[src/rtl/rmtc_pkg.sv]
// Package with the shared constants, types and axis helper of the ray-march transition counter.
`default_nettype none

package rmtc_pkg;

  localparam int VOXEL_DEPTH = 262144;
  localparam int MAX_STEPS   = 512;
  localparam int FRAC_BITS   = 12;
  localparam int DIR_BITS    = 14;

  localparam int DIM_W   = 7;
  localparam int SL_W    = 14;
  localparam int ENTRY_W = 21;
  localparam int DIR_W   = 16;
  localparam int SCNT_W  = 10;
  localparam int COUNT_W = 10;
  localparam int VIDX_W  = 18;
  localparam int PADDR_W = 4;
  localparam int PDATA_W = 32;

  localparam int ADDR_W  = $clog2(VOXEL_DEPTH);
  localparam int IDX_W   = (ADDR_W + 1 > 3 * DIM_W) ? ADDR_W + 1 : 3 * DIM_W;
  localparam int CNT_W   = $clog2(MAX_STEPS + 1);
  localparam int DIST_W  = SL_W + CNT_W;
  localparam int WH_W    = 2 * DIM_W;
  localparam int MA_W    = DIR_W + 1;
  localparam int MB_W    = (DIST_W > WH_W) ? DIST_W : WH_W;
  localparam int MP_W    = MA_W + MB_W + 1;
  localparam int POS_W   = MP_W - DIR_BITS + 1;

  typedef enum logic [1:0] {
    REG_WIDTH  = 2'd0,
    REG_HEIGHT = 2'd1,
    REG_LENGTH = 2'd2,
    REG_STEP   = 2'd3
  } reg_idx_t;

  typedef struct packed {
    logic [DIM_W-1:0] w;
    logic [DIM_W-1:0] h;
    logic [DIM_W-1:0] l;
    logic [SL_W-1:0]  sl;
  } cfg_t;

  typedef struct packed {
    logic signed [MA_W-1:0] a;
    logic [MB_W-1:0]        b;
    logic signed [MP_W-1:0] c;
  } mac_cmd_t;

  typedef struct packed {
    logic             inr;
    logic [DIM_W-1:0] vox;
  } axis_t;

  function automatic axis_t axis_cell(input logic signed [MP_W-1:0] prod,
                                      input logic signed [ENTRY_W-1:0] entry,
                                      input logic [DIM_W-1:0] dim);
    logic signed [POS_W-1:0]       pos;
    logic signed [POS_W-1:0]       lim;
    logic [DIM_W+FRAC_BITS:0]      rsum;
    logic [DIM_W:0]                r;
    axis_t                         res;
    pos  = POS_W'(prod >>> DIR_BITS) + POS_W'(entry);
    lim  = '0;
    lim[FRAC_BITS +: DIM_W] = dim;
    res.inr = !pos[POS_W-1] && (pos < lim);
    rsum = (DIM_W + FRAC_BITS + 1)'(pos[DIM_W+FRAC_BITS-1:0])
         + (DIM_W + FRAC_BITS + 1)'(1 << (FRAC_BITS - 1));
    r    = rsum[DIM_W+FRAC_BITS:FRAC_BITS];
    if (r >= (DIM_W + 1)'(dim)) begin
      res.vox = dim - DIM_W'(1);
    end else begin
      res.vox = r[DIM_W-1:0];
    end
    return res;
  endfunction

endpackage

`default_nettype wire

[src/rtl/rmtc_mac.sv]
// Shared registered multiply-add unit used for positions and voxel addresses.
`default_nettype none

module rmtc_mac (
  input  wire logic                              clk,
  input  wire rmtc_pkg::mac_cmd_t                cmd,
  output logic signed [rmtc_pkg::MP_W-1:0]       res
);
  import rmtc_pkg::*;

  logic signed [MA_W-1:0] a_s;
  logic signed [MB_W:0]   b_s;
  logic signed [MP_W-1:0] c_s;
  logic signed [MP_W-1:0] prod;
  logic signed [MP_W-1:0] res_r;

  assign a_s  = cmd.a;
  assign b_s  = signed'({1'b0, cmd.b});
  assign c_s  = cmd.c;
  assign prod = a_s * b_s;

  always_ff @(posedge clk) begin
    res_r <= prod + c_s;
  end

  assign res = res_r;

endmodule

`default_nettype wire

[config.mk]
export PLATFORM = sky130hd
export DESIGN_NAME = rmtc_mac
export DESIGN_NICKNAME = d
export VERILOG_FILES = /design/src/rtl/rmtc_pkg.sv /design/src/rtl/rmtc_mac.sv
export SDC_FILE = /design/constraint.sdc
export NUM_CORES = 1
export LEC_CHECK = 0
export ABC_AREA = 0
export BUFFER_PORTS_ARGS = -buffer_cell sky130_fd_sc_hd__buf_2
export CORE_AREA = 2 2 165 288
export CTS_BUF_LIST = sky130_fd_sc_hd__clkbuf_8
export DETAILED_ROUTE_END_ITERATION = 10
export DIE_AREA = 0 0 167 290
export PLACE_DENSITY = 0.5
export RECOVER_POWER = 25
export SYNTH_ARGS = -nofsm -noshare
export SYNTH_HDL_FRONTEND = slang
export SYNTH_SLANG_ARGS = --single-unit
[constraint.sdc]
create_clock -name clk -period 6.8 [get_ports clk]
set_input_delay 0.34 -clock clk [delete_from_list [all_inputs] [get_ports clk]]
set_output_delay 0.34 -clock clk [all_outputs]
set_load 0.1 [all_outputs]
======== Word-level counts from Yosys, hierarchy flattened ========
Cells that the tools add are included.
word-level totals
  output and inout port bits .............. 42
  flip-flop bits (word level) ............. 42
cells by class
  multiply operators ...................... 1
  add/subtract/negate cells ............... 1
operators with widths
  operator                                        count
  42-bit adder                                    1
  17-bit by 25-bit multiplier with 42-bit output  1

======== Depth between registers and ports, before layout ========
Gate-level depths: netlist of run 1.
  depth after elaboration ................. 2
  mapped depth ............................ 24
  gate-level depth less buffers ........... 23

======== Worst setup path before layout of run 1 ========
No wires, ideal clock.
  path kind ............................... input to register
  start point ............................. in cmd[68] in the netlist's numbering
  end point ............................... reg res_r[41], in the netlist res[41]
  required time ........................... 6.728 ns
  arrival time ............................ 5.718 ns
  stages .................................. 20
  path slack .............................. 1.010 ns
  cells stage by stage .................... clkbuf_1 > nand2_1 > fa_1 > inv_1 > fa_1 > inv_1 > fa_1 > inv_1 > fa_1 > fa_1 > inv_1 > fa_1 > inv_1 > ha_1 > and2_1 > nand2_1 > o41ai_4 > a41oi_4 > o41ai_2 > xnor2_1
between the ends
  cells in the longest elaborated chain, start to end .. 2
ends and longest elaborated chain
  item                                            RTL line        text
  from (decl)                                     rmtc_mac.sv:6   input wire rmtc_pkg::mac_cmd_t cmd,
  17-bit by 25-bit multiplier with 42-bit output  rmtc_mac.sv:20  assign prod = a_s * b_s;
  42-bit adder                                    rmtc_mac.sv:23  res_r <= prod + c_s;
  to (signal assigned)                            rmtc_mac.sv:23
  to (decl)                                       rmtc_mac.sv:15  logic signed [MP_W-1:0] res_r;
Every way passes these cells.

======== Final worst setup path of run 1 ========
  start point ............................. in cmd[68] in the netlist's numbering
  end point ............................... reg res_r[30], in the netlist res[30]
The elaborated chain is that of the path after synthesis.

==> results.yml, run 1 <==
status:
  status: "complete, no violations"
hold_path:
  hp-class: "in -> reg"
grt:
  antenna_found_initial: 3
  grt_pass1_wl_um: 74300
  gr-total-overflow: 0
  grt_usage_pct: 20.1
  grt_max_degree: 25
  grt_pass1_vias: 13400
sta:
  worst_pin_slew_ps: 1210
  relSlewSlack_pct: 19.5
  slew_violations: 0
  finalSetupViolations: 0
  post-route-period-util_pct: 92.7
  setup_ws_ps: 494
  rsz0062_at_grt: "no"
  min_period_ps: 6310
  hold_viol: 0
  max_freq_ghz: 0.159
cells_and_area:
  ff_latch_area_um2: 841
  nets: 2415
  fin_util_pct: 36.9
  drive_gt1_share_pct: 8.34
  largest_reg_flops: 42
  area_delta_synth_final_pct: 9.51
  multi_input_area_um2: 12600
  design_area_um2: 17000
  fill_cells: 4773
placement:
  place_ws_ps: -130
  place_hpwl_um: 40000
  place_area_um2: 16900
  gp_congestion: 0.879
  portBuffers: 125
cts:
  cts.sinks: 42
  path_clk_slew_ps: 120
  cts_root_buf: "clkbuf_8"
  htree_levels: 2
  cts_tree: "done"
  numCtsBuffers: 5
  clockBufferDepth: 2
  cts_hold_buffers: 0
synth:
  netlist_area_um2: 15500
  ys_warn_count: 0
  synth_enable_flop_cells: 0
  synth_area_leaders: "fa_1 (48%), inv_1 (11%), ha_1 (11%)"
  yosysUniqueCellTypes: 45
  postSynthCellCount: 1720
  ys_top_cells_by_count: "inv_1 (474), fa_1 (370), nand2_1 (219)"
  synth_seq_cells: 42
  synthArstFlopShare_pct: 0
  synth_ff_type: "dfxtp_1"
  yosysTopAreaCellShare_pct: 47.8
  syn_nets: 2313
  yosys.area.top_type: "fa_1"
  avgSynthCellArea_um2: 9.01
  seq_area_frac_synth_pct: 5.43
  yosys.cell_count.top_type: "inv_1"
setup_path:
  crit_type: "in -> reg"
  crit_arrival_ps: 6600
  cp.required_ps: 7100
  start_kind: "input pin"
  cp_max_fo: 16
  critPathCaptureType: "flip-flop"
drt:
  ant_nets: 0
  wl_per_cell_um: 19.2
  drtIter0Drc: 339
  drt_first_pass_iters: 4
  drc_errors: 0
  wirelength_um: 46200
  vias_per_cell: 4.74
  vias: 11400
floorplanning:
  io_pins: 126
  num_rows: 104
  core_um2: 45900
  die_y_um: 290
  die_area_um2: 48400
  dieWidth_um: 167
  start_util_pct: 33.7
flow_run:
  max_cap_violations: 0
-- final timing paths --
kind / start / to / cells past startpoint / slack (ps)
max: cmd[68] / res[30] / 22 / 490
min: cmd[0] / res[0] / 2 / 210
-- area by class of cell --
| cell class | count | area share (%) |
|---|---|---|
| sequential | 42 | 4.96 |
| clock inverter | 3 | 0.243 |
| inverter | 475 | 10.5 |
| tap | 583 | 4.30 |
| timing repair buffer | 159 | 5.13 |
| antenna | 2 | 0.0295 |
| clock buffer | 5 | 0.406 |
| multi-input combinational | 1139 | 74.4 |
-- critical path: stages --
cell      delay (ps)
buf_2            330
buf_4            260
nand2_1           90
fa_1             530
fa_1             510
fa_1             520
inv_1             60
fa_1             500
fa_1             490
inv_1             50
fa_1             480
inv_1             40
ha_1             380
a21oi_1          200
o21ai_0          170
a211oi_1         390
nand4b_1         140
buf_4            190
a41oi_1          290
o21ai_0          260
a21oi_1          230
xnor2_1          140
-- cells in the final DEF, fill, tap and decap left out, types with 2 or more instances in the layout --
master,instances
inv_1,475
fa_1,370
nand2_1,219
and2_1,196
ha_1,139
buf_2,104
dfxtp_1,42
a21oi_1,34
buf_4,33
nor2_1,30
xnor2_1,28
a21o_1,20
o21ai_0,20
clkbuf_1,20
xor2_1,10
nand2b_1,9
nand4_1,7
and3_1,7
o21a_1,6
a41oi_1,5
nand3_1,5
clkbuf_8,5
nor2b_1,3
nor3_1,3
or3_1,3
o31ai_1,3
diode_2,2
o21bai_1,2
a21boi_0,2
-- what timing repair did --
action | CTS | global route
gates resized for setup | 0 | 1
setup buffers | 0 | 1
endpoints found under the hold margin | 0 | 0
setup endpoints to repair | 0 | 3
-- per-stage QoR --
step | instances | setup TNS (ps) | hold slack [ps]
3_3_place_gp | 2397 | -12.4 | 563
5_1_grt | 2408 | 0 | 216
2_1_floorplan | 1720 | 0 | 470
6_report | 2408 | 0 | 214
3_5_place_dp | 2397 | -252 | 569
4_1_cts | 2405 | 0 | 199
-- routing by layer --
metal | share of wire, % | wire length [um] | global-route usage (%) | vias to the layer above
met5 | 0.015 | 7 | 0 | -
met4 | 5.6 | 2600 | 9.84 | 2
met3 | 2.7 | 1230 | 1.58 | 86
met2 | 60 | 27500 | 41.4 | 240
met1 | 32 | 14900 | 19.5 | 5926
li1 | - | - | - | 5163
-- cells by family after synthesis --
kind of cell	synth area share, %
compound gates	4.74
flops	5.43
fa+ha+maj	59.0
buf+inv	13.1
simple gates	15.6
xor+xnor	2.15
Power of run 1 is not shown: default switching activity piles up to over one toggle a cycle in this logic, so the estimate is an artifact.
==> run 2: changes to the inputs <==
Clock period 6.8 ns to 5.93 ns, I/O delays scaled along.
==> run 2 against run 1 <==
Effect of this change: setup slack worse by 290 ps; global-route usage is 0.85 points higher; hold slack worse by 52 ps; clock-buffer cell count stayed put; sequential share of layout area is 0.38 points lower; routed wire length is 6.7% higher; non-clock buffer count is 163 higher; cell area is 8.2% higher; via count is 6.1% higher; die area stayed put; critical path depth is 1 lower; critical endpoint is now res[35].
==> results.yml, run 2 (synthesis gave the netlist of run 1 again) <==
cells_and_area:
  drive_gt1_share_pct: 16.8
  ff_latch_area_um2: 841
  fill_cells: 4783
  multi_input_area_um2: 12700
  final_cell_mix: "inv_1 (474), fa_1 (368), nand2_1 (219), buf_4 (198), and2_1 (196)"
  nets: 2578
  design_area_um2: 18400
  largest_reg_flops: 42
  layout_commonest_cell: "inv_1"
  n_antenna_cell: 0
  area_delta_synth_final_pct: 18.5
sta:
  max_freq_ghz: 0.175
  finalSetupViolations: 0
  min_period_ps: 5730
  hold_viol: 0
  rsz0062_at_grt: "no"
  post-route-period-util_pct: 96.6
  worst_pin_slew_ps: 1200
  slew_violations: 0
  relSlewSlack_pct: 20.5
  tns_ps: 0
placement:
  portBuffers: 125
  place_hpwl_um: 44200
  gp_congestion: 0.871
  place_area_um2: 18100
grt:
  grt_pass1_vias: 14000
  antenna_found_initial: 1
  grt_usage_pct: 21.0
  gr-total-overflow: 0
  grt_pass1_wl_um: 76400
  grt_max_degree: 17
cts:
  numCtsBuffers: 5
  cts.sinks: 42
  cts_root_buf: "clkbuf_8"
  path_clk_slew_ps: 110
  clockBufferDepth: 2
  cts_tree: "done"
  htree_levels: 2
drt:
  drt_first_pass_iters: 5
  drtIter0Drc: 374
  vias: 12100
  vias_per_cell: 4.72
  wirelength_um: 49300
  drc_errors: 0
  wl_per_cell_um: 19.2
  ant_nets: 0
setup_path:
  crit_type: "in -> reg"
  start_kind: "input pin"
  critPathCaptureType: "flip-flop"
  worst-path-buf-inv: 5
  crit_family: "adder cells"
  crit_arrival_ps: 5960
  crit_chain: "buf_2 -> buf_6 -> nand2_1 -> fa_1 -> inv_1 -> fa_1 -> fa_1 -> fa_1 -> fa_1 -> inv_1 -> fa_1 -> inv_1 -> ha_1 -> a21o_1 -> a21o_1 -> a21o_1 -> a221oi_2 -> o21ai_0 -> a32o_1 -> nand2b_1 -> xor2_1"
  critPathMostFrequentCell: "fa_1"
  cp.required_ps: 6160
  cp_max_fo: 9
  max_stage_delay_ps: 650
  critPathSlowestCell: "fa_1"
floorplanning:
  die_area_um2: 48400
  dieWidth_um: 167
  start_util_pct: 33.7
  die_y_um: 290
  io_pins: 126
  core_um2: 45900
  num_rows: 104
status:
  status: "complete, no violations"
hold_path:
  min-delay-start: "cmd[0]"
  hp-class: "in -> reg"
  hold_path_depth: 2
  min_to: "res[0]"
flow_run:
  max_cap_violations: 0
run 2: cell types whose count changed in the layout (fill, tap and decap cells not counted), moves of 4 or more:
cell,change
o21ai_1,+4
o21ai_0,-5
clkbuf_4,+11
buf_2,-15
ha_1,-4
buf_4,+165
run 2: what timing repair did:
item,CTS,global route
endpoints found under the setup margin,7,16
hold buffers,0,0
cloned,0,0
gates resized for setup,5,42
buffers inserted,1,2
pin swaps,1,9
run 2: final cells by class:
type,instances,area share (%)
Clock inverter,3,0.266
Sequential cell,42,4.58
Inverter,475,9.71
Timing Repair Buffer,322,11.7
Multi-Input combinational cell,1139,69.4
Clock buffer,5,0.375
Tap cell,583,3.97
run 2: layer usage:
| layer | wire length (um) | share of wire (%) | global-route usage, % |
|---|---|---|---|
| met5 | 11 | 0.022 | 0 |
| met2 | 30400 | 62 | 44.8 |
| met1 | 14100 | 29 | 18.0 |
| met4 | 3480 | 7.1 | 12.3 |
| met3 | 1250 | 2.5 | 1.75 |
run 2: how the worst max path moves through the flow:
| stage | to | slack, ps | depth (start not counted) | start |
|---|---|---|---|---|
| finish | res[35] | 200 | 21 | cmd[54] |
| detailed placement | res[38] | -530 | 23 | cmd[53] |
| floorplan | res[41] | 180 | 20 | cmd[68] |
| global placement | res[38] | -430 | 21 | cmd[68] |
| CTS | res[39] | 0.9 | 21 | cmd[55] |
| global route | res[35] | 10 | 21 | cmd[57] |
run 2: metrics by stage:
stage                     utilization (%)  setup WS [ps]  hold WS [ps]  instances
after floorplan                         -            184           426       1720
after global placement               39.4           -431           520       2558
after detailed placement             39.4           -529           523       2558
after CTS                            39.7          0.880           138       2567
after global routing                 40.0           9.91           160       2569
final                                40.0            200           161       2569
Power of run 2 is left out for the same reason.
