## config.mk

```make
export PLATFORM = sky130hd
export DESIGN_NAME = rmtc_seq
export DESIGN_NICKNAME = d
export VERILOG_FILES = /design/src/rtl/rmtc_pkg.sv /design/src/rtl/rmtc_seq.sv
export SDC_FILE = /design/constraint.sdc
export NUM_CORES = 1
export LEC_CHECK = 0
export ABC_AREA = 1
export BUFFER_PORTS_ARGS = -buffer_cell sky130_fd_sc_hd__buf_4
export CORE_AREA = 8 8 272 274
export CTS_CLUSTER_SIZE = 8
export DETAILED_ROUTE_END_ITERATION = 16
export DIE_AREA = 0 0 280 282
export PLACE_DENSITY = 0.47
export SYNTH_ARGS = -nofsm -noshare
export SYNTH_HDL_FRONTEND = slang
export SYNTH_SLANG_ARGS = --single-unit
```

## constraint.sdc

```tcl
create_clock -name clk -period 11.7 [get_ports clk]
set_input_delay 0.585 -clock clk [delete_from_list [all_inputs] [get_ports clk]]
set_output_delay 0.585 -clock clk [all_outputs]
set_load 0.05 [all_outputs]
```

## src/rtl/rmtc_pkg.sv

```systemverilog
// Package with the shared constants, types and axis helper of the ray-march transition counter.
`default_nettype none

package rmtc_pkg;

  localparam int VOXEL_DEPTH = 262144;
  localparam int MAX_STEPS   = 512;
  localparam int FRAC_BITS   = 12;
  localparam int DIR_BITS    = 14;

  localparam int DIM_W   = 7;
  localparam int SL_W    = 14;
  localparam int ENTRY_W = 21;
  localparam int DIR_W   = 16;
  localparam int SCNT_W  = 10;
  localparam int COUNT_W = 10;
  localparam int VIDX_W  = 18;
  localparam int PADDR_W = 4;
  localparam int PDATA_W = 32;

  localparam int ADDR_W  = $clog2(VOXEL_DEPTH);
  localparam int IDX_W   = (ADDR_W + 1 > 3 * DIM_W) ? ADDR_W + 1 : 3 * DIM_W;
  localparam int CNT_W   = $clog2(MAX_STEPS + 1);
  localparam int DIST_W  = SL_W + CNT_W;
  localparam int WH_W    = 2 * DIM_W;
  localparam int MA_W    = DIR_W + 1;
  localparam int MB_W    = (DIST_W > WH_W) ? DIST_W : WH_W;
  localparam int MP_W    = MA_W + MB_W + 1;
  localparam int POS_W   = MP_W - DIR_BITS + 1;

  typedef enum logic [1:0] {
    REG_WIDTH  = 2'd0,
    REG_HEIGHT = 2'd1,
    REG_LENGTH = 2'd2,
    REG_STEP   = 2'd3
  } reg_idx_t;

  typedef struct packed {
    logic [DIM_W-1:0] w;
    logic [DIM_W-1:0] h;
    logic [DIM_W-1:0] l;
    logic [SL_W-1:0]  sl;
  } cfg_t;

  typedef struct packed {
    logic signed [MA_W-1:0] a;
    logic [MB_W-1:0]        b;
    logic signed [MP_W-1:0] c;
  } mac_cmd_t;

  typedef struct packed {
    logic             inr;
    logic [DIM_W-1:0] vox;
  } axis_t;

  function automatic axis_t axis_cell(input logic signed [MP_W-1:0] prod,
                                      input logic signed [ENTRY_W-1:0] entry,
                                      input logic [DIM_W-1:0] dim);
    logic signed [POS_W-1:0]       pos;
    logic signed [POS_W-1:0]       lim;
    logic [DIM_W+FRAC_BITS:0]      rsum;
    logic [DIM_W:0]                r;
    axis_t                         res;
    pos  = POS_W'(prod >>> DIR_BITS) + POS_W'(entry);
    lim  = '0;
    lim[FRAC_BITS +: DIM_W] = dim;
    res.inr = !pos[POS_W-1] && (pos < lim);
    rsum = (DIM_W + FRAC_BITS + 1)'(pos[DIM_W+FRAC_BITS-1:0])
         + (DIM_W + FRAC_BITS + 1)'(1 << (FRAC_BITS - 1));
    r    = rsum[DIM_W+FRAC_BITS:FRAC_BITS];
    if (r >= (DIM_W + 1)'(dim)) begin
      res.vox = dim - DIM_W'(1);
    end else begin
      res.vox = r[DIM_W-1:0];
    end
    return res;
  endfunction

endpackage

`default_nettype wire

```

## src/rtl/rmtc_seq.sv

```systemverilog
// Sequencer that marches one ray sample at a time through the shared unit and memory.
`default_nettype none

module rmtc_seq (
  input  wire logic                                  clk,
  input  wire logic                                  rst_n,
  input  wire rmtc_pkg::cfg_t                        cfg,
  input  wire logic                                  start,
  input  wire logic                                  in_op,
  input  wire logic signed [rmtc_pkg::ENTRY_W-1:0]   in_entry_x,
  input  wire logic signed [rmtc_pkg::ENTRY_W-1:0]   in_entry_y,
  input  wire logic signed [rmtc_pkg::ENTRY_W-1:0]   in_entry_z,
  input  wire logic signed [rmtc_pkg::DIR_W-1:0]     in_dir_x,
  input  wire logic signed [rmtc_pkg::DIR_W-1:0]     in_dir_y,
  input  wire logic signed [rmtc_pkg::DIR_W-1:0]     in_dir_z,
  input  wire logic [rmtc_pkg::SCNT_W-1:0]           in_step_count,
  output logic                                       busy,
  output logic                                       out_valid,
  output logic [rmtc_pkg::COUNT_W-1:0]               out_crossing_count,
  output rmtc_pkg::mac_cmd_t                         mac_cmd,
  input  wire logic signed [rmtc_pkg::MP_W-1:0]      mac_res,
  output logic                                       mem_re,
  output logic [rmtc_pkg::ADDR_W-1:0]                mem_raddr,
  input  wire logic                                  mem_rdata
);
  import rmtc_pkg::*;

  typedef enum logic [8:0] {
    S_IDLE = 9'b000000001,
    S_WH   = 9'b000000010,
    S_MX   = 9'b000000100,
    S_MY   = 9'b000001000,
    S_MZ   = 9'b000010000,
    S_CZ   = 9'b000100000,
    S_IY   = 9'b001000000,
    S_RD   = 9'b010000000,
    S_UPD  = 9'b100000000
  } state_t;

  state_t                     state_r, state_nxt;
  logic signed [ENTRY_W-1:0]  ex_r, ex_nxt, ey_r, ey_nxt, ez_r, ez_nxt;
  logic signed [DIR_W-1:0]    dx_r, dx_nxt, dy_r, dy_nxt, dz_r, dz_nxt;
  logic [CNT_W-1:0]           cnt_r, cnt_nxt, i_r, i_nxt;
  logic [CNT_W-1:0]           cnt_clamp;
  logic [DIST_W-1:0]          dist_r, dist_nxt;
  logic [WH_W-1:0]            wh_r, wh_nxt;
  axis_t                      cx_r, cx_nxt, cy_r, cy_nxt, cz;
  logic                       inr_r, inr_nxt;
  logic                       ok_r, ok_nxt;
  logic                       prev_r, prev_nxt;
  logic [COUNT_W-1:0]         tot_r, tot_nxt;
  logic                       out_valid_r, out_valid_nxt;
  logic [COUNT_W-1:0]         out_count_r, out_count_nxt;
  logic                       cur_bone;

  assign cz        = axis_cell(mac_res, ez_r, cfg.l);
  assign cur_bone  = ok_r & mem_rdata;
  assign mem_raddr = mac_res[ADDR_W-1:0];
  assign cnt_clamp = (32'(in_step_count) > 32'(MAX_STEPS)) ? CNT_W'(MAX_STEPS)
                                                           : CNT_W'(in_step_count);

  always_comb begin
    state_nxt     = state_r;
    ex_nxt        = ex_r;
    ey_nxt        = ey_r;
    ez_nxt        = ez_r;
    dx_nxt        = dx_r;
    dy_nxt        = dy_r;
    dz_nxt        = dz_r;
    cnt_nxt       = cnt_r;
    i_nxt         = i_r;
    dist_nxt      = dist_r;
    wh_nxt        = wh_r;
    cx_nxt        = cx_r;
    cy_nxt        = cy_r;
    inr_nxt       = inr_r;
    ok_nxt        = ok_r;
    prev_nxt      = prev_r;
    tot_nxt       = tot_r;
    out_valid_nxt = 1'b0;
    out_count_nxt = out_count_r;
    mac_cmd       = '0;
    mem_re        = 1'b0;
    unique case (state_r)
      S_IDLE: begin
        if (start && in_op) begin
          ex_nxt   = in_entry_x;
          ey_nxt   = in_entry_y;
          ez_nxt   = in_entry_z;
          dx_nxt   = in_dir_x;
          dy_nxt   = in_dir_y;
          dz_nxt   = in_dir_z;
          cnt_nxt  = cnt_clamp;
          i_nxt    = '0;
          dist_nxt = '0;
          tot_nxt  = '0;
          prev_nxt = 1'b0;
          if (cnt_clamp == '0) begin
            out_valid_nxt = 1'b1;
            out_count_nxt = COUNT_W'(1);
          end else begin
            state_nxt = S_WH;
          end
        end
      end
      S_WH: begin
        mac_cmd.a = MA_W'(cfg.w);
        mac_cmd.b = MB_W'(cfg.h);
        state_nxt = S_MX;
      end
      S_MX: begin
        if (i_r == '0) begin
          wh_nxt = mac_res[WH_W-1:0];
        end
        mac_cmd.a = MA_W'(dx_r);
        mac_cmd.b = MB_W'(dist_r);
        state_nxt = S_MY;
      end
      S_MY: begin
        cx_nxt    = axis_cell(mac_res, ex_r, cfg.w);
        mac_cmd.a = MA_W'(dy_r);
        mac_cmd.b = MB_W'(dist_r);
        state_nxt = S_MZ;
      end
      S_MZ: begin
        cy_nxt    = axis_cell(mac_res, ey_r, cfg.h);
        mac_cmd.a = MA_W'(dz_r);
        mac_cmd.b = MB_W'(dist_r);
        state_nxt = S_CZ;
      end
      S_CZ: begin
        inr_nxt   = cx_r.inr & cy_r.inr & cz.inr;
        mac_cmd.a = MA_W'(cz.vox);
        mac_cmd.b = MB_W'(wh_r);
        mac_cmd.c = MP_W'(cx_r.vox);
        state_nxt = S_IY;
      end
      S_IY: begin
        mac_cmd.a = MA_W'(cy_r.vox);
        mac_cmd.b = MB_W'(cfg.w);
        mac_cmd.c = mac_res;
        state_nxt = S_RD;
      end
      S_RD: begin
        mem_re    = 1'b1;
        ok_nxt    = inr_r && (mac_res[IDX_W-1:0] < IDX_W'(VOXEL_DEPTH));
        state_nxt = S_UPD;
      end
      S_UPD: begin
        prev_nxt = cur_bone;
        if ((i_r != '0) && (cur_bone != prev_r) && (tot_r != '1)) begin
          tot_nxt = tot_r + COUNT_W'(1);
        end
        if (i_r == cnt_r) begin
          out_valid_nxt = 1'b1;
          out_count_nxt = (tot_nxt == '0) ? COUNT_W'(1) : tot_nxt;
          state_nxt     = S_IDLE;
        end else begin
          i_nxt     = i_r + CNT_W'(1);
          dist_nxt  = dist_r + DIST_W'(cfg.sl);
          state_nxt = S_MX;
        end
      end
      default: begin
        state_nxt = S_IDLE;
      end
    endcase
  end

  always_ff @(posedge clk) begin
    if (!rst_n) begin
      state_r     <= S_IDLE;
      out_valid_r <= 1'b0;
      i_r         <= '0;
      prev_r      <= 1'b0;
      tot_r       <= '0;
    end else begin
      state_r     <= state_nxt;
      out_valid_r <= out_valid_nxt;
      i_r         <= i_nxt;
      prev_r      <= prev_nxt;
      tot_r       <= tot_nxt;
    end
  end

  always_ff @(posedge clk) begin
    ex_r        <= ex_nxt;
    ey_r        <= ey_nxt;
    ez_r        <= ez_nxt;
    dx_r        <= dx_nxt;
    dy_r        <= dy_nxt;
    dz_r        <= dz_nxt;
    cnt_r       <= cnt_nxt;
    dist_r      <= dist_nxt;
    wh_r        <= wh_nxt;
    cx_r        <= cx_nxt;
    cy_r        <= cy_nxt;
    inr_r       <= inr_nxt;
    ok_r        <= ok_nxt;
    out_count_r <= out_count_nxt;
  end

  assign busy               = (state_r != S_IDLE);
  assign out_valid          = out_valid_r;
  assign out_crossing_count = out_count_r;

endmodule

`default_nettype wire

```

* After elaboration in Yosys (flattened, before gate mapping)
Cells that the tools add are included.
** Storage, ports and cells
- Bits in registers :: 218
- Latch bits :: 0
- Memory bits (writable) :: 0
- Memory bits (read-only) :: 0
- Input port bits :: 203
- Output and inout port bits :: 114
- Logic and storage cells :: 114
- Memories kept :: 0
** Operators by class
- $add $sub $neg :: 12
- Multipliers :: 0
- Div/mod/pow operators :: 0
- Magnitude comparators :: 8
- Eq/ne operators :: 18
- Shift operators :: 0
- Muxes and demuxes :: 31
- Bitwise operators :: 3
- Reductions and logical operators :: 21
** Operator list (count)
- 41-bit case mux with 6 select lines :: 1
- 10-bit two-way mux :: 9
- 28-bit by 21-bit adder with 29-bit output :: 3
- 29-bit by 20-bit less-than comparator with 1-bit output :: 3
- 42-bit case mux with 2 select lines :: 1
- 9-bit case mux with 9 select lines :: 1
- 19-bit by 12-bit adder with 20-bit output, second input constant :: 3
- 10-bit case mux with 2 select lines :: 3
- 24-bit two-way mux :: 2
- 24-bit case mux with 2 select lines :: 1
- 10-bit zero test :: 3
- 24-bit by 14-bit adder with 24-bit output :: 1
- 8-bit by 7-bit >= comparator with 1-bit output :: 3
- 21-bit by 19-bit less-than comparator with 1-bit output, second input constant :: 1
- 7-bit two-way mux :: 3
- 7-bit by 1-bit subtractor with 7-bit output, second input constant :: 3
- 10-bit by 1-bit adder with 10-bit output, second input constant :: 2
- 9-bit two-way mux :: 2
- 10-bit equality test :: 1
- 10-bit > comparator, second input constant :: 1
- 10-bit != test, second input constant :: 1
- 2-bit != test, second input constant :: 5
- 10-bit nonzero test :: 1
- 9-bit by 1-bit equality test with 1-bit output, second input constant :: 1
- other kinds (20) :: 38

* Longest topological paths before layout
Gate-level depths: netlist (run 1).
- Depth after elaboration :: 10
- Mapped depth :: 30
- Gate-level depth less buffers :: 30

* Worst setup path after synthesis (run 1)
No wires, ideal clock.
- Path kind :: register to register
- From :: reg state_r[4]
- To :: reg out_count_r[0] (netlist: out_crossing_count[0]), enable pin
- Setup time :: 0.393 ns
- Arrival time :: 4.043 ns
- Required time :: 11.307 ns
- Slack :: 7.264 ns
- Cell stages (with the launch flop) :: 12
- Path buffers :: 0
- Clock period less this slack :: 4.436 ns
- Path through :: dfxtp_1 > nor2_1 > nand2_1 > nor2_2 > inv_2 > nor2_4 > inv_2 > nor2_4 > inv_2 > nand2_2 > inv_2 > a211oi_1
** Between the ends
- Longest elaborated chain between the ends :: 3
- Elaborated cells between the ends (all ways) :: 7
- Those cells by class :: eq/ne (5); reduce/logical (2)
** Ends and longest elaborated chain
- from (decl) :: RTL line rmtc_seq.sv:40 : state_t state_r, state_nxt;
- from (signal assigned) :: RTL line rmtc_seq.sv:178 : state_r <= state_nxt;
- 9-bit equality test or 9-bit by 1-bit equality test with 1-bit output (tied branches) :: RTL line rmtc_seq.sv:84 : unique case (state_r)
- 2-bit != test (no line) or 2-bit nonzero test (tied branches)
- 4-bit AND reduction (no line) *
- to (signal assigned) :: RTL line rmtc_seq.sv:200 : out_count_r <= out_count_nxt;
- to (decl) :: RTL line rmtc_seq.sv:53 : logic [COUNT_W-1:0] out_count_r, out_count_nxt;
Every way passes the cells marked *; elsewhere a longest branch is shown, timed or not.
A chain may end at the register's enable or synchronous reset.

==> impl_summary.txt, run 1 <==
----------------------------------------------------
[Run status]
  Result of the run ... complete, no violations

[Routing]
  Iteration-0 DRC Markers ... 1052
  Remaining routing DRC violations ... 0
  DR WL/cell ... 18.1 um
  Length of the first detailed-routing pass in iterations ... 5
  Remaining antenna violation count ... 0
  Final WL ... 65.4 mm
  Average vias per placed instance ... 4.55
  Count of vias placed by the detailed router ... 16.5k

[Cells and area]
  Net count of the finished layout ... 3000
  Number of fill cells ... 7529
  Layout Area Growth over Synthesis ... 25.7%
  Total area of multi-input combinational cells ... 0.00929 mm^2
  Layout cells sized above 1 ... 17.6%
  Combined flip-flop and latch cell area ... 0.00624 mm^2

[Clocking]
  Later-pin clock latency in the skew report ... 0.56 ns
  Post-CTS Setup Inserts ... 0
  TritonCTS clock tree ... yes
  Number of buffers added to fix hold violations after cts ... 0
  CTS sink count ... 218
  CTS Buf Count ... 35
  Number of H-tree branching levels ... 2
  Post-cts gate resize count ... 0
  Cell at the root of the clock tree ... sky130_fd_sc_hd__clkbuf_16
  Clock-pin slew reported for the worst setup and hold paths after clock tree synthesis ... 0.06 ns
  Buffer levels on the longest clock path ... 3

[Timing]
  Slew Limit Headroom ... 33.0%
  Fin crit share ... between 40% and 50%
  Setup repair after global routing missed its margin ... no
  Final number of max-transition violations ... 0
  Post-route worst hold slack ... 0.203 ns
  Transition at the pin with the smallest max-transition slack ... 1.01 ns
  Final-layout setup total negative slack ... 0 ns
  F_max ... about 190 MHz
  Setup skew after layout ... 0.0175 ns
  Post-route setup slack ... 6.38 ns
  Final-report setup violation count ... 0
  Final Hold Violating Endpoints ... 0
  Final critical path time including I/O delays and setup ... 5.32 ns

[Yosys]
  Asr flop ratio synth ... 0%
  Post-synthesis sequential area ratio ... 36.2%
  Avg Cell Area, Syn ... approximately 7.4 um^2
  Cell type with the largest total area after synthesis ... sky130_fd_sc_hd__edfxtp_1
  Number of flip-flops and latches in the synthesized netlist ... roughly 220
  Number of different library cells in the post-synthesis netlist ... 54
  Net Count, Synth ... 2679
  Number of enable flip-flop cells after synthesis ... 187
  Synth top cells by count ... 599 x sky130_fd_sc_hd__nand2_1, 365 x sky130_fd_sc_hd__inv_1, 255 x sky130_fd_sc_hd__nor2_1
  Most used standard cell by instance count after synthesis ... sky130_fd_sc_hd__nand2_1
  Number of warnings issued by yosys ... 0
  Area of the mapped netlist ... 0.0172 mm^2
  Synth Instances ... ~2.3k
  Proportion of netlist area held by the largest area contributor ... 32.6%
  Leading post-synthesis cells by cell area ... sky130_fd_sc_hd__edfxtp_1 33%, sky130_fd_sc_hd__nand2_1 13%, sky130_fd_sc_hd__ha_1 10%, sky130_fd_sc_hd__inv_1 8.0%, sky130_fd_sc_hd__nor2_1 5.6%
  Top FF cell, synth ... sky130_fd_sc_hd__edfxtp_1

[Setup path]
  Terminus of the critical flop-to-flop path ... cx_r[0]$_DFFE_PN_
  Crit path max-delay cell type ... sky130_fd_sc_hd__edfxtp_1
  Depth of the worst register-to-register path ... 23
  Maximum fanout encountered on the critical timing path ... 8
  Critical path origin ... ez_r[9]$_DFFE_PP_
  Buffers plus inverters on the worst setup path ... 4
  Required arrival time at the worst endpoint ... about 11 ns
  Category of the worst setup path capture point ... primary output
  Worst Path Class, Setup ... reg -> out
  CP peak stage delay ... about 0.43 ns
  Worst reg2reg startpoint ... ex_r[8]$_DFFE_PP_
  Most repeated library cell on the critical path ... sky130_fd_sc_hd__nand2_1
  Worst R2R Setup Slack ... about 7.4 ns
  CP delay by family, top ... simple AND/OR/NAND/NOR gates
  Number of stages on the worst setup path ... 29
  Endpoint of the most critical setup path ... mac_cmd[68]
  Type of origin of the critical path ... register
  Worst endpoint data arrival time ... 4.73 ns

[Floorplan]
  Die height ... 282 um
  Starting utilization of the core area ... between 20% and 30%
  Number of cell rows ... 97
  Die Area ... 0.0790 mm^2
  Overall die width ... approximately 280 um
  Floorplan Core Area ... 0.0695 mm^2
  I/O pin count ... around 320

[Pwr]
  Design internal power ... 1.70 mW
  Largest voltage drop on the vdd net ... 0.0820 mV
  Share of total power in combinational logic ... 25.0%
  Sequential share of power ... 35.5%
  Switching Share ... 32.5%
  Power density over cell area ... 116 mW/mm^2
  Lkg Pwr ... 10.2 nW
  Sw Pwr ... 0.819 mW
  Post-layout total power ... 2.52 mW
  Clock share of power ... 39.6%

[Global route]
  Overflow left after global routing ... 0
  Vias in the first global route ... around 16k
  Aggregate global-route resource usage ... 15.9%
  Pin count of the biggest net entering global routing ... 64
  Initial antenna violation count ... 7
  First-pass GRT wire length ... 97.0 mm

[Place]
  HPWL after detailed placement ... 53.5 mm
  GP Congestion ... 0.904
  Worst Setup Slack post-DPL ... 6.54 ns
  PortBufs ... 316

[Job]
  Maximum Capacitance Violations ... 0

[Hold path]
  Hold WC Path Type ... in -> reg
  Hold Path Cell Cnt ... 1

----------------------------------------------------
## how the worst min path moves through the flow
stage | start | end | slack, ns
2_1_floorplan | prev_r$_SDFFE_PN0P_ | prev_r$_SDFFE_PN0P_ | 0.45
3_3_place_gp | prev_r$_SDFFE_PN0P_ | prev_r$_SDFFE_PN0P_ | 0.46
3_5_place_dp | prev_r$_SDFFE_PN0P_ | prev_r$_SDFFE_PN0P_ | 0.47
4_1_cts | in_entry_y[8] | ey_r[8]$_DFFE_PP_ | 0.16
5_1_grt | in_entry_x[19] | ex_r[19]$_DFFE_PP_ | 0.17
6_report | in_entry_x[19] | ex_r[19]$_DFFE_PP_ | 0.20
## worst register-to-register path, cell delays in order, from the launching register on
cell and delay, ns:
sky130_fd_sc_hd__edfxtp_1 0.38, sky130_fd_sc_hd__ha_1 0.33, sky130_fd_sc_hd__nand2_1 0.18, sky130_fd_sc_hd__nor2_1 0.38, sky130_fd_sc_hd__nor3b_1 0.23, sky130_fd_sc_hd__nand2_1 0.15
sky130_fd_sc_hd__nand2_1 0.15, sky130_fd_sc_hd__nand2_1 0.07, sky130_fd_sc_hd__nand2_1 0.16, sky130_fd_sc_hd__ha_1 0.21, sky130_fd_sc_hd__inv_1 0.05, sky130_fd_sc_hd__nor2_1 0.18
sky130_fd_sc_hd__nand2_4 0.09, sky130_fd_sc_hd__xor2_1 0.25, sky130_fd_sc_hd__inv_1 0.07, sky130_fd_sc_hd__ha_1 0.26, sky130_fd_sc_hd__o21ai_0 0.07, sky130_fd_sc_hd__nand2_1 0.07
sky130_fd_sc_hd__a21oi_1 0.14, sky130_fd_sc_hd__o21bai_1 0.08, sky130_fd_sc_hd__a21oi_1 0.22, sky130_fd_sc_hd__nand2_4 0.18, sky130_fd_sc_hd__nand2_1 0.12, sky130_fd_sc_hd__o21ai_2 0.05
## kinds of logic after synthesis
group / Yosys count / share of synthesized area (%)
AOI/OAI and AO/OA: 329 / 11.3
xor gates and xnor gates: 50 / 2.78
adders and majority gates: 144 / 10.5
buffers and inverters: 423 / 9.84
DFF: 218 / 36.2
and+or+nand+nor: 1168 / 29.3
## metrics by stage
| step | utilization, % | area (um^2) | std cells |
|---|---|---|---|
| finish | 31.1 | 21600 | 3616 |
| global route | 31.1 | 21600 | 3615 |
| CTS | 31.1 | 21600 | 3613 |
| detailed placement | 29.6 | 20600 | 3556 |
| global placement | 29.6 | 20600 | 3556 |
| floorplan | - | 17200 | 2332 |
## registers in the layout (all words and copies together), names as in the netlist
signal              count
wh_r                   14
dx_r                   16
ey_r                   21
tot_r                  10
ok_r                    1
dy_r                   16
dist_r                 24
prev_r                  1
cx_r                    8
i_r                    10
ex_r                   21
ez_r                   21
cy_r                    8
out_crossing_count     10
cnt_r                  10
inr_r                   1
dz_r                   16
state_r                 9
out_valid               1
## power by group through the flow
stage | registers [mW] | clock network (mW) | logic, mW
finish | 0.894 | 0.996 | 0.629
global route | 0.895 | 1.06 | 0.709
CTS | 0.894 | 1.04 | 0.633
detailed placement | 0.909 | 0 | 0.629
global placement | 0.909 | 0 | 0.623
floorplan | 0.906 | 0 | 0.426
## layer usage
metal	share of wire [%]	track usage [%]	up-vias	wire, um
li1	-	-	8341	-
met1	46	21.5	7543	30400
met2	45	25.9	500	29400
met3	6.6	3.55	75	4350
met4	1.8	3.46	8	1190
met5	0.063	0	-	41
## final cells by class
cell class                      count  share of cell area [%]
Timing Repair Buffer              327                    11.3
Multi-Input combinational cell   1691                    42.9
Inverter                          380                    6.59
Tap cell                          940                    5.43
Antenna cell                        3                  0.0347
Sequential cell                   218                    28.8
Clock buffer                       48                    4.27
Clock inverter                      9                   0.584
## layout by cell type (no fill, tap or decap), types with 7 or more instances in the layout
cell type and count:
sky130_fd_sc_hd__nand2_1 598, sky130_fd_sc_hd__inv_1 365, sky130_fd_sc_hd__buf_4 327, sky130_fd_sc_hd__nor2_1 255
sky130_fd_sc_hd__edfxtp_1 187, sky130_fd_sc_hd__a21oi_1 148, sky130_fd_sc_hd__nand3_1 144, sky130_fd_sc_hd__ha_1 143
sky130_fd_sc_hd__o21ai_0 75, sky130_fd_sc_hd__nand4_1 43, sky130_fd_sc_hd__nor3_1 40, sky130_fd_sc_hd__xor2_1 36
sky130_fd_sc_hd__clkbuf_16 35, sky130_fd_sc_hd__dfxtp_1 31, sky130_fd_sc_hd__nand2_2 26, sky130_fd_sc_hd__nor2_2 16
sky130_fd_sc_hd__o21ai_2 16, sky130_fd_sc_hd__clkbuf_1 13, sky130_fd_sc_hd__inv_2 11, sky130_fd_sc_hd__o21bai_1 11
sky130_fd_sc_hd__nand3b_1 11, sky130_fd_sc_hd__xnor2_1 10, sky130_fd_sc_hd__o21ai_1 10, sky130_fd_sc_hd__a22o_1 9
sky130_fd_sc_hd__a21o_1 8, sky130_fd_sc_hd__a211oi_1 8, sky130_fd_sc_hd__o21a_1 8, sky130_fd_sc_hd__o211ai_1 7
sky130_fd_sc_hd__a221oi_1 7
No activity file was read; power rests on OpenSTA's default activity.
==> run 2, diff against run 1 <==
- clock period: 11.7 -> 5.1 ns (I/O delays scaled with it)
==> impl_summary.txt, run 2 (synthesis gave the netlist of run 1 again) <==
----------------------------------------------------
[Setup path]
  Category of the worst setup path capture point ... primary output
  Maximum fanout encountered on the critical timing path ... 8
  Worst Path Class, Setup ... reg -> out
  Most repeated library cell on the critical path ... sky130_fd_sc_hd__nand2_1
  Crit path max-delay cell type ... sky130_fd_sc_hd__edfxtp_1
  Type of origin of the critical path ... register
  Required arrival time at the worst endpoint ... 4.85 ns
  Buffers plus inverters on the worst setup path ... 4
  CP delay by family, top ... simple AND/OR/NAND/NOR gates
  Worst endpoint data arrival time ... roughly 4.4 ns
  CP peak stage delay ... approximately 0.37 ns

[Timing]
  Final critical path time including I/O delays and setup ... 4.65 ns
  Final Hold Violating Endpoints ... 0
  Slew Limit Headroom ... 42.3%
  Final-layout setup total negative slack ... 0 ns
  Setup repair after global routing missed its margin ... no
  Fin crit share ... between 90% and 100%
  Final number of max-transition violations ... 0
  F_max ... 215 MHz
  Final-report setup violation count ... 0
  Transition at the pin with the smallest max-transition slack ... 0.865 ns
  Setup skew after layout ... 0.0182 ns
  Post-route setup slack ... between 0.4 and 0.5 ns
  Post-route worst hold slack ... 0.0469 ns

[Job]
  Maximum Capacitance Violations ... 0

[Place]
  Worst Setup Slack post-DPL ... 0.616 ns
  GP Congestion ... 0.883
  HPWL after detailed placement ... 53.7 mm
  DP Cell Count ... 3557
  PortBufs ... 316

[Routing]
  Length of the first detailed-routing pass in iterations ... 5
  DR WL/cell ... between 15 and 20 um
  Final WL ... 66.6 mm
  Count of vias placed by the detailed router ... 17.1k
  Remaining routing DRC violations ... 0
  Average vias per placed instance ... 4.54
  Remaining antenna violation count ... 0
  Iteration-0 DRC Markers ... 970

[Clocking]
  Buffer levels on the longest clock path ... 3
  CTS sink count ... about 220
  Cell at the root of the clock tree ... sky130_fd_sc_hd__clkbuf_16
  Number of H-tree branching levels ... 2
  TritonCTS clock tree ... yes
  Clock-pin slew reported for the worst setup and hold paths after clock tree synthesis ... 0.05 ns
  Later-pin clock latency in the skew report ... ~0.55 ns
  CTS Buf Count ... 36

[Floorplan]
  Starting utilization of the core area ... 24.7%
  Floorplan Core Area ... 0.0695 mm^2
  I/O pin count ... about 320
  Die height ... 282 um
  Number of cell rows ... 97
  Die Area ... 0.0790 mm^2
  Overall die width ... 280 um

[Pwr]
  Largest voltage drop on the vdd net ... 0.181 mV
  Power density over cell area ... 261 mW/mm^2
  Lkg Pwr ... 10.8 nW

[Cells and area]
  Top library cells by usage in the layout, fill and taps aside ... 597 x sky130_fd_sc_hd__nand2_1, 365 x sky130_fd_sc_hd__inv_1, 328 x sky130_fd_sc_hd__buf_4, 252 x sky130_fd_sc_hd__nor2_1, 187 x sky130_fd_sc_hd__edfxtp_1
  Final cell count without fillers ... 3760
  Layout cells sized above 1 ... 17.3%
  Layout Area Growth over Synthesis ... 34.6%
  Number of fill cells ... 7441
  Net count of the finished layout ... 3137
  Max reg flops ... 24
  Leading cell type in the layout, fill and taps excluded ... sky130_fd_sc_hd__nand2_1
  Core utilization of the finished layout ... between 30% and 40%
  Register with the most flip-flops ... dist_r

[Global route]
  Initial antenna violation count ... 8
  Vias in the first global route ... around 17k
  Pin count of the biggest net entering global routing ... between 100 and 150
  Aggregate global-route resource usage ... 16.3%
  First-pass GRT wire length ... 99.6 mm
  Overflow left after global routing ... 0

[Run status]
  Result of the run ... complete, no violations

[Hold path]
  Hold WC Path Type ... in -> reg

----------------------------------------------------
-- run 2: cell types whose count changed in the layout (fill, tap and decap cells not counted), sizes merged --
cell | previous run | this run
dlygate4sd3 | 0 | 133
clkbuf | 48 | 52
diode | 3 | 6
bufinv | 2 | 4
inv | 379 | 378
buf | 327 | 330
-- run 2: path summary, 6_finish.rpt --
path                                     startpoint             endpoint  slack [ns]  cells after the start
worst max-delay path              ez_r[9]$_DFFE_PP_          mac_cmd[68]        0.45                     29
worst min-delay path               in_step_count[0]   cnt_r[0]$_DFFE_PP_        0.05                      3
worst max register to register    ex_r[9]$_DFFE_PP_    cx_r[0]$_DFFE_PN_        0.83                     23
worst min register to register  prev_r$_SDFFE_PN0P_  prev_r$_SDFFE_PN0P_        0.48                      2
-- run 2: repair_timing --
action,4_1_cts,5_1_grt
gates resized for setup,0,11
endpoints found under the hold margin,137,0
buffers inserted,0,2
hold buffers,133,0
endpoints found under the setup margin,0,7
-- run 2: final cells by class --
type | instances | area, um^2 | area share [%]
multi-input combinational | 1691 | 9340 | 40.3
sequential | 218 | 6240 | 26.9
timing repair buffer | 463 | 3820 | 16.5
inverter | 380 | 1430 | 6.16
tap | 940 | 1180 | 5.08
clock buffer | 52 | 981 | 4.23
clock inverter | 10 | 178 | 0.767
antenna | 6 | 15.0 | 0.0648
-- run 2: worst reg2reg max path: stages (launching register included) --
cell                       delay [ns]
sky130_fd_sc_hd__edfxtp_1        0.40
sky130_fd_sc_hd__ha_1            0.33
sky130_fd_sc_hd__nand2_1         0.17
sky130_fd_sc_hd__nor2_1          0.34
sky130_fd_sc_hd__nor3b_1         0.23
sky130_fd_sc_hd__nand2_1         0.17
sky130_fd_sc_hd__nand2_1         0.15
sky130_fd_sc_hd__nand2_1         0.06
sky130_fd_sc_hd__nand2_1         0.15
sky130_fd_sc_hd__ha_1            0.21
sky130_fd_sc_hd__inv_1           0.05
sky130_fd_sc_hd__nor2_1          0.17
sky130_fd_sc_hd__nand2_4         0.08
sky130_fd_sc_hd__xor2_1          0.25
sky130_fd_sc_hd__inv_1           0.08
sky130_fd_sc_hd__ha_1            0.27
sky130_fd_sc_hd__o21ai_0         0.07
sky130_fd_sc_hd__nand2_1         0.07
sky130_fd_sc_hd__a21oi_1         0.12
sky130_fd_sc_hd__o21bai_1        0.08
sky130_fd_sc_hd__a21oi_1         0.21
sky130_fd_sc_hd__nand2_4         0.19
sky130_fd_sc_hd__nand2_1         0.12
sky130_fd_sc_hd__o21ai_2         0.06
-- run 2: per-layer routing --
metal / track usage [%] / wire length (um) / vias to the layer above / share of wire [%]
met1: 21.2 / 30200 / 7827 / 45
li1: - / - / 8607 / -
met3: 3.94 / 4730 / 70 / 7.1
met5: 0.122 / 27 / - / 0.041
met4: 4.07 / 1400 / 4 / 2.1
met2: 26.9 / 30300 / 557 / 45
-- run 2: power by group --
group          leakage, nW  internal (mW)  switching, mW
clock network        0.559           1.54          0.920
registers             1.99           2.02         0.0266
logic                 8.30          0.582          0.965
-- run 2: through the flow --
stage / power [mW] / instance area [um^2]
CTS: 6.14 / 23100
global placement: 3.51 / 20600
global route: 6.41 / 23200
finish: 6.05 / 23200
detailed placement: 3.53 / 20600
floorplan: 3.05 / 17200
==> run 3, diff against run 2 <==
- CORE_AREA: 8 8 272 274 -> 2 2 176 178
- DIE_AREA: 0 0 280 282 -> 0 0 178 180
- PLACE_DENSITY: 0.47 -> 0.87
==> impl_summary.txt, run 3 (synthesis gave the netlist of run 1 again) <==
----------------------------------------------------
[Floorplan]
  Floorplan Core Area ... 0.0302 mm^2
  Overall die width ... 178 um
  Die Area ... 0.0320 mm^2
  Number of cell rows ... 64
  Starting utilization of the core area ... 57.0%
  I/O pin count ... ~320
  Die height ... roughly 180 um

[Cells and area]
  Number of fill cells ... 2209
  Layout cells sized above 1 ... 16.5%
  Layout Area Growth over Synthesis ... 28.4%
  Combined flip-flop and latch cell area ... just over 0.006 mm^2
  Leading cell type in the layout, fill and taps excluded ... sky130_fd_sc_hd__nand2_1
  Register with the most flip-flops ... dist_r
  Top library cells by usage in the layout, fill and taps aside ... 598 x sky130_fd_sc_hd__nand2_1, 365 x sky130_fd_sc_hd__inv_1, 326 x sky130_fd_sc_hd__buf_4, 255 x sky130_fd_sc_hd__nor2_1, 187 x sky130_fd_sc_hd__edfxtp_1
  Final cell count without fillers ... 3198
  Total area of multi-input combinational cells ... 0.00930 mm^2
  Max reg flops ... 24
  Net count of the finished layout ... 3126

[Setup path]
  Worst reg2reg startpoint ... ey_r[10]$_DFFE_PP_
  Crit path max-delay cell type ... sky130_fd_sc_hd__ha_1
  Worst Path Class, Setup ... reg -> out
  CP peak stage delay ... 0.38 ns
  Most repeated library cell on the critical path ... sky130_fd_sc_hd__nand2_1
  Category of the worst setup path capture point ... primary output
  Type of origin of the critical path ... register
  Terminus of the critical flop-to-flop path ... cy_r[6]$_DFFE_PN_
  Required arrival time at the worst endpoint ... ~4.9 ns
  Depth of the worst register-to-register path ... 21
  Worst R2R Setup Slack ... 0.86 ns
  Worst endpoint data arrival time ... 4.41 ns
  Maximum fanout encountered on the critical timing path ... 8

[Timing]
  F_max ... 214 MHz
  Slew Limit Headroom ... approximately 28%
  Post-route setup slack ... approximately 0.44 ns
  Transition at the pin with the smallest max-transition slack ... approximately 1.1 ns
  Final number of max-transition violations ... 0
  Final-layout setup total negative slack ... 0 ns
  Final Hold Violating Endpoints ... 0
  Final-report setup violation count ... 0
  Fin crit share ... 91.4%
  Setup skew after layout ... 0.0152 ns
  Final critical path time including I/O delays and setup ... 4.66 ns
  Setup repair after global routing missed its margin ... no

[Global route]
  Initial antenna violation count ... 6
  Pin count of the biggest net entering global routing ... 69
  Overflow left after global routing ... 0
  Vias in the first global route ... 17.7k
  Aggregate global-route resource usage ... a little under two fifths
  First-pass GRT wire length ... 92.5 mm

[Pwr]
  Post-layout total power ... approximately 5.5 mW
  Lkg Pwr ... ~11 nW
  Largest voltage drop on the vdd net ... about 0.33 mV
  Power density over cell area ... 250 mW/mm^2

[Place]
  DP Cell Count ... 3011
  PortBufs ... 316
  Worst Setup Slack post-DPL ... roughly 0.8 ns
  HPWL after detailed placement ... 43.7 mm
  GP Congestion ... 1.02

[Routing]
  DR WL/cell ... around 19 um
  Final WL ... 60.9 mm
  Count of vias placed by the detailed router ... 18.2k
  Remaining routing DRC violations ... 0
  Average vias per placed instance ... ~5.7
  Length of the first detailed-routing pass in iterations ... 6
  Remaining antenna violation count ... 0
  Iteration-0 DRC Markers ... 1625

[Hold path]
  Hold Path Cell Cnt ... 3
  End point of the most critical hold path ... cnt_r[5]$_DFFE_PP_
  Hold WC Path Type ... in -> reg
  Beginning of the worst hold path ... in_step_count[5]

[Clocking]
  CTS Buf Count ... 31
  Number of H-tree branching levels ... 1
  Later-pin clock latency in the skew report ... around 0.58 ns
  Post-CTS Setup Inserts ... 0
  Cell at the root of the clock tree ... sky130_fd_sc_hd__clkbuf_16
  CTS sink count ... 218
  Buffer levels on the longest clock path ... 3
  TritonCTS clock tree ... yes
  Clock-pin slew reported for the worst setup and hold paths after clock tree synthesis ... 0.05 ns

[Job]
  Maximum Capacitance Violations ... 0

[Run status]
  Result of the run ... complete, no violations

----------------------------------------------------
==> run 3: cell count changes in the layout (fill, tap and decap cells not counted), sizes merged <==
cell / change
dlygate4sd3: -2
diode: +1
clkinv: -3
clkbuf: -5
bufinv: -4
inv: -1
buf: -4
==> run 3: area by class of cell <==
type | instances | share of cell area, %
multi-input cells | 1691 | 42.1
clock buffers | 47 | 3.83
repair buffers | 457 | 17.0
diodes | 7 | 0.0792
well taps | 396 | 2.24
flip-flops and latches | 218 | 28.2
inverters | 380 | 6.45
clock inverters | 2 | 0.108
==> run 3: worst max path at each step <==
stage               slack (ns)  cells past startpoint                    start                                  end
floorplan                 0.66                     11  state_r[4]$_SDFFE_PN0P_  out_crossing_count[0]$_SDFFCE_PP1P_
global placement          0.84                     31              mac_res[25]                          mac_cmd[71]
detailed placement        0.79                     31              mac_res[25]                          mac_cmd[71]
CTS                       0.23                     30       ez_r[11]$_DFFE_PP_                          mac_cmd[71]
global route             0.006                     30       ez_r[11]$_DFFE_PP_                          mac_cmd[72]
finish                    0.44                     30       ez_r[11]$_DFFE_PP_                          mac_cmd[71]
==> run 3: per-stage QoR <==
| step | utilization, % | hold slack [ns] | cell area [um^2] |
|---|---|---|---|
| 3_3_place_gp | 65.9 | 0.434 | 19900 |
| 6_report | 73.2 | 0.00893 | 22100 |
| 5_1_grt | 73.2 | 0.0268 | 22100 |
| 4_1_cts | 73.1 | 0.00189 | 22100 |
| 3_5_place_dp | 65.9 | 0.434 | 19900 |
| 2_1_floorplan | - | 0.354 | 17200 |
==> run 3: power by group <==
part           total, mW  switching (mW)  internal (mW)
Combinational       1.55           0.970          0.576
Sequential          2.05          0.0301           2.02
Clock               1.92           0.797           1.12
==> run 3: metal layers <==
metal / track usage (%) / wire length (um) / vias to the layer above
met5: 0 / 0 / -
met4: 22.2 / 3990 / 0
met3: 7.32 / 5950 / 231
met2: 60.9 / 28100 / 1084
met1: 44.0 / 22800 / 8304
li1: - / - / 8578
==> run 3: critical path, delay by kind of cell (launching register included) <==
family	cells	cell delay [ns]
flops	1	0.36
simple gates	21	1.91
buf+inv	4	0.43
fa+ha+maj	3	0.86
compound gates	2	0.29
==> run 3: timing repair <==
item                                   in CTS  in global routing
endpoints found under the hold margin     134                  0
setup endpoints to repair                   0                  7
gates resized for setup                     0                  2
hold buffers                              131                  0
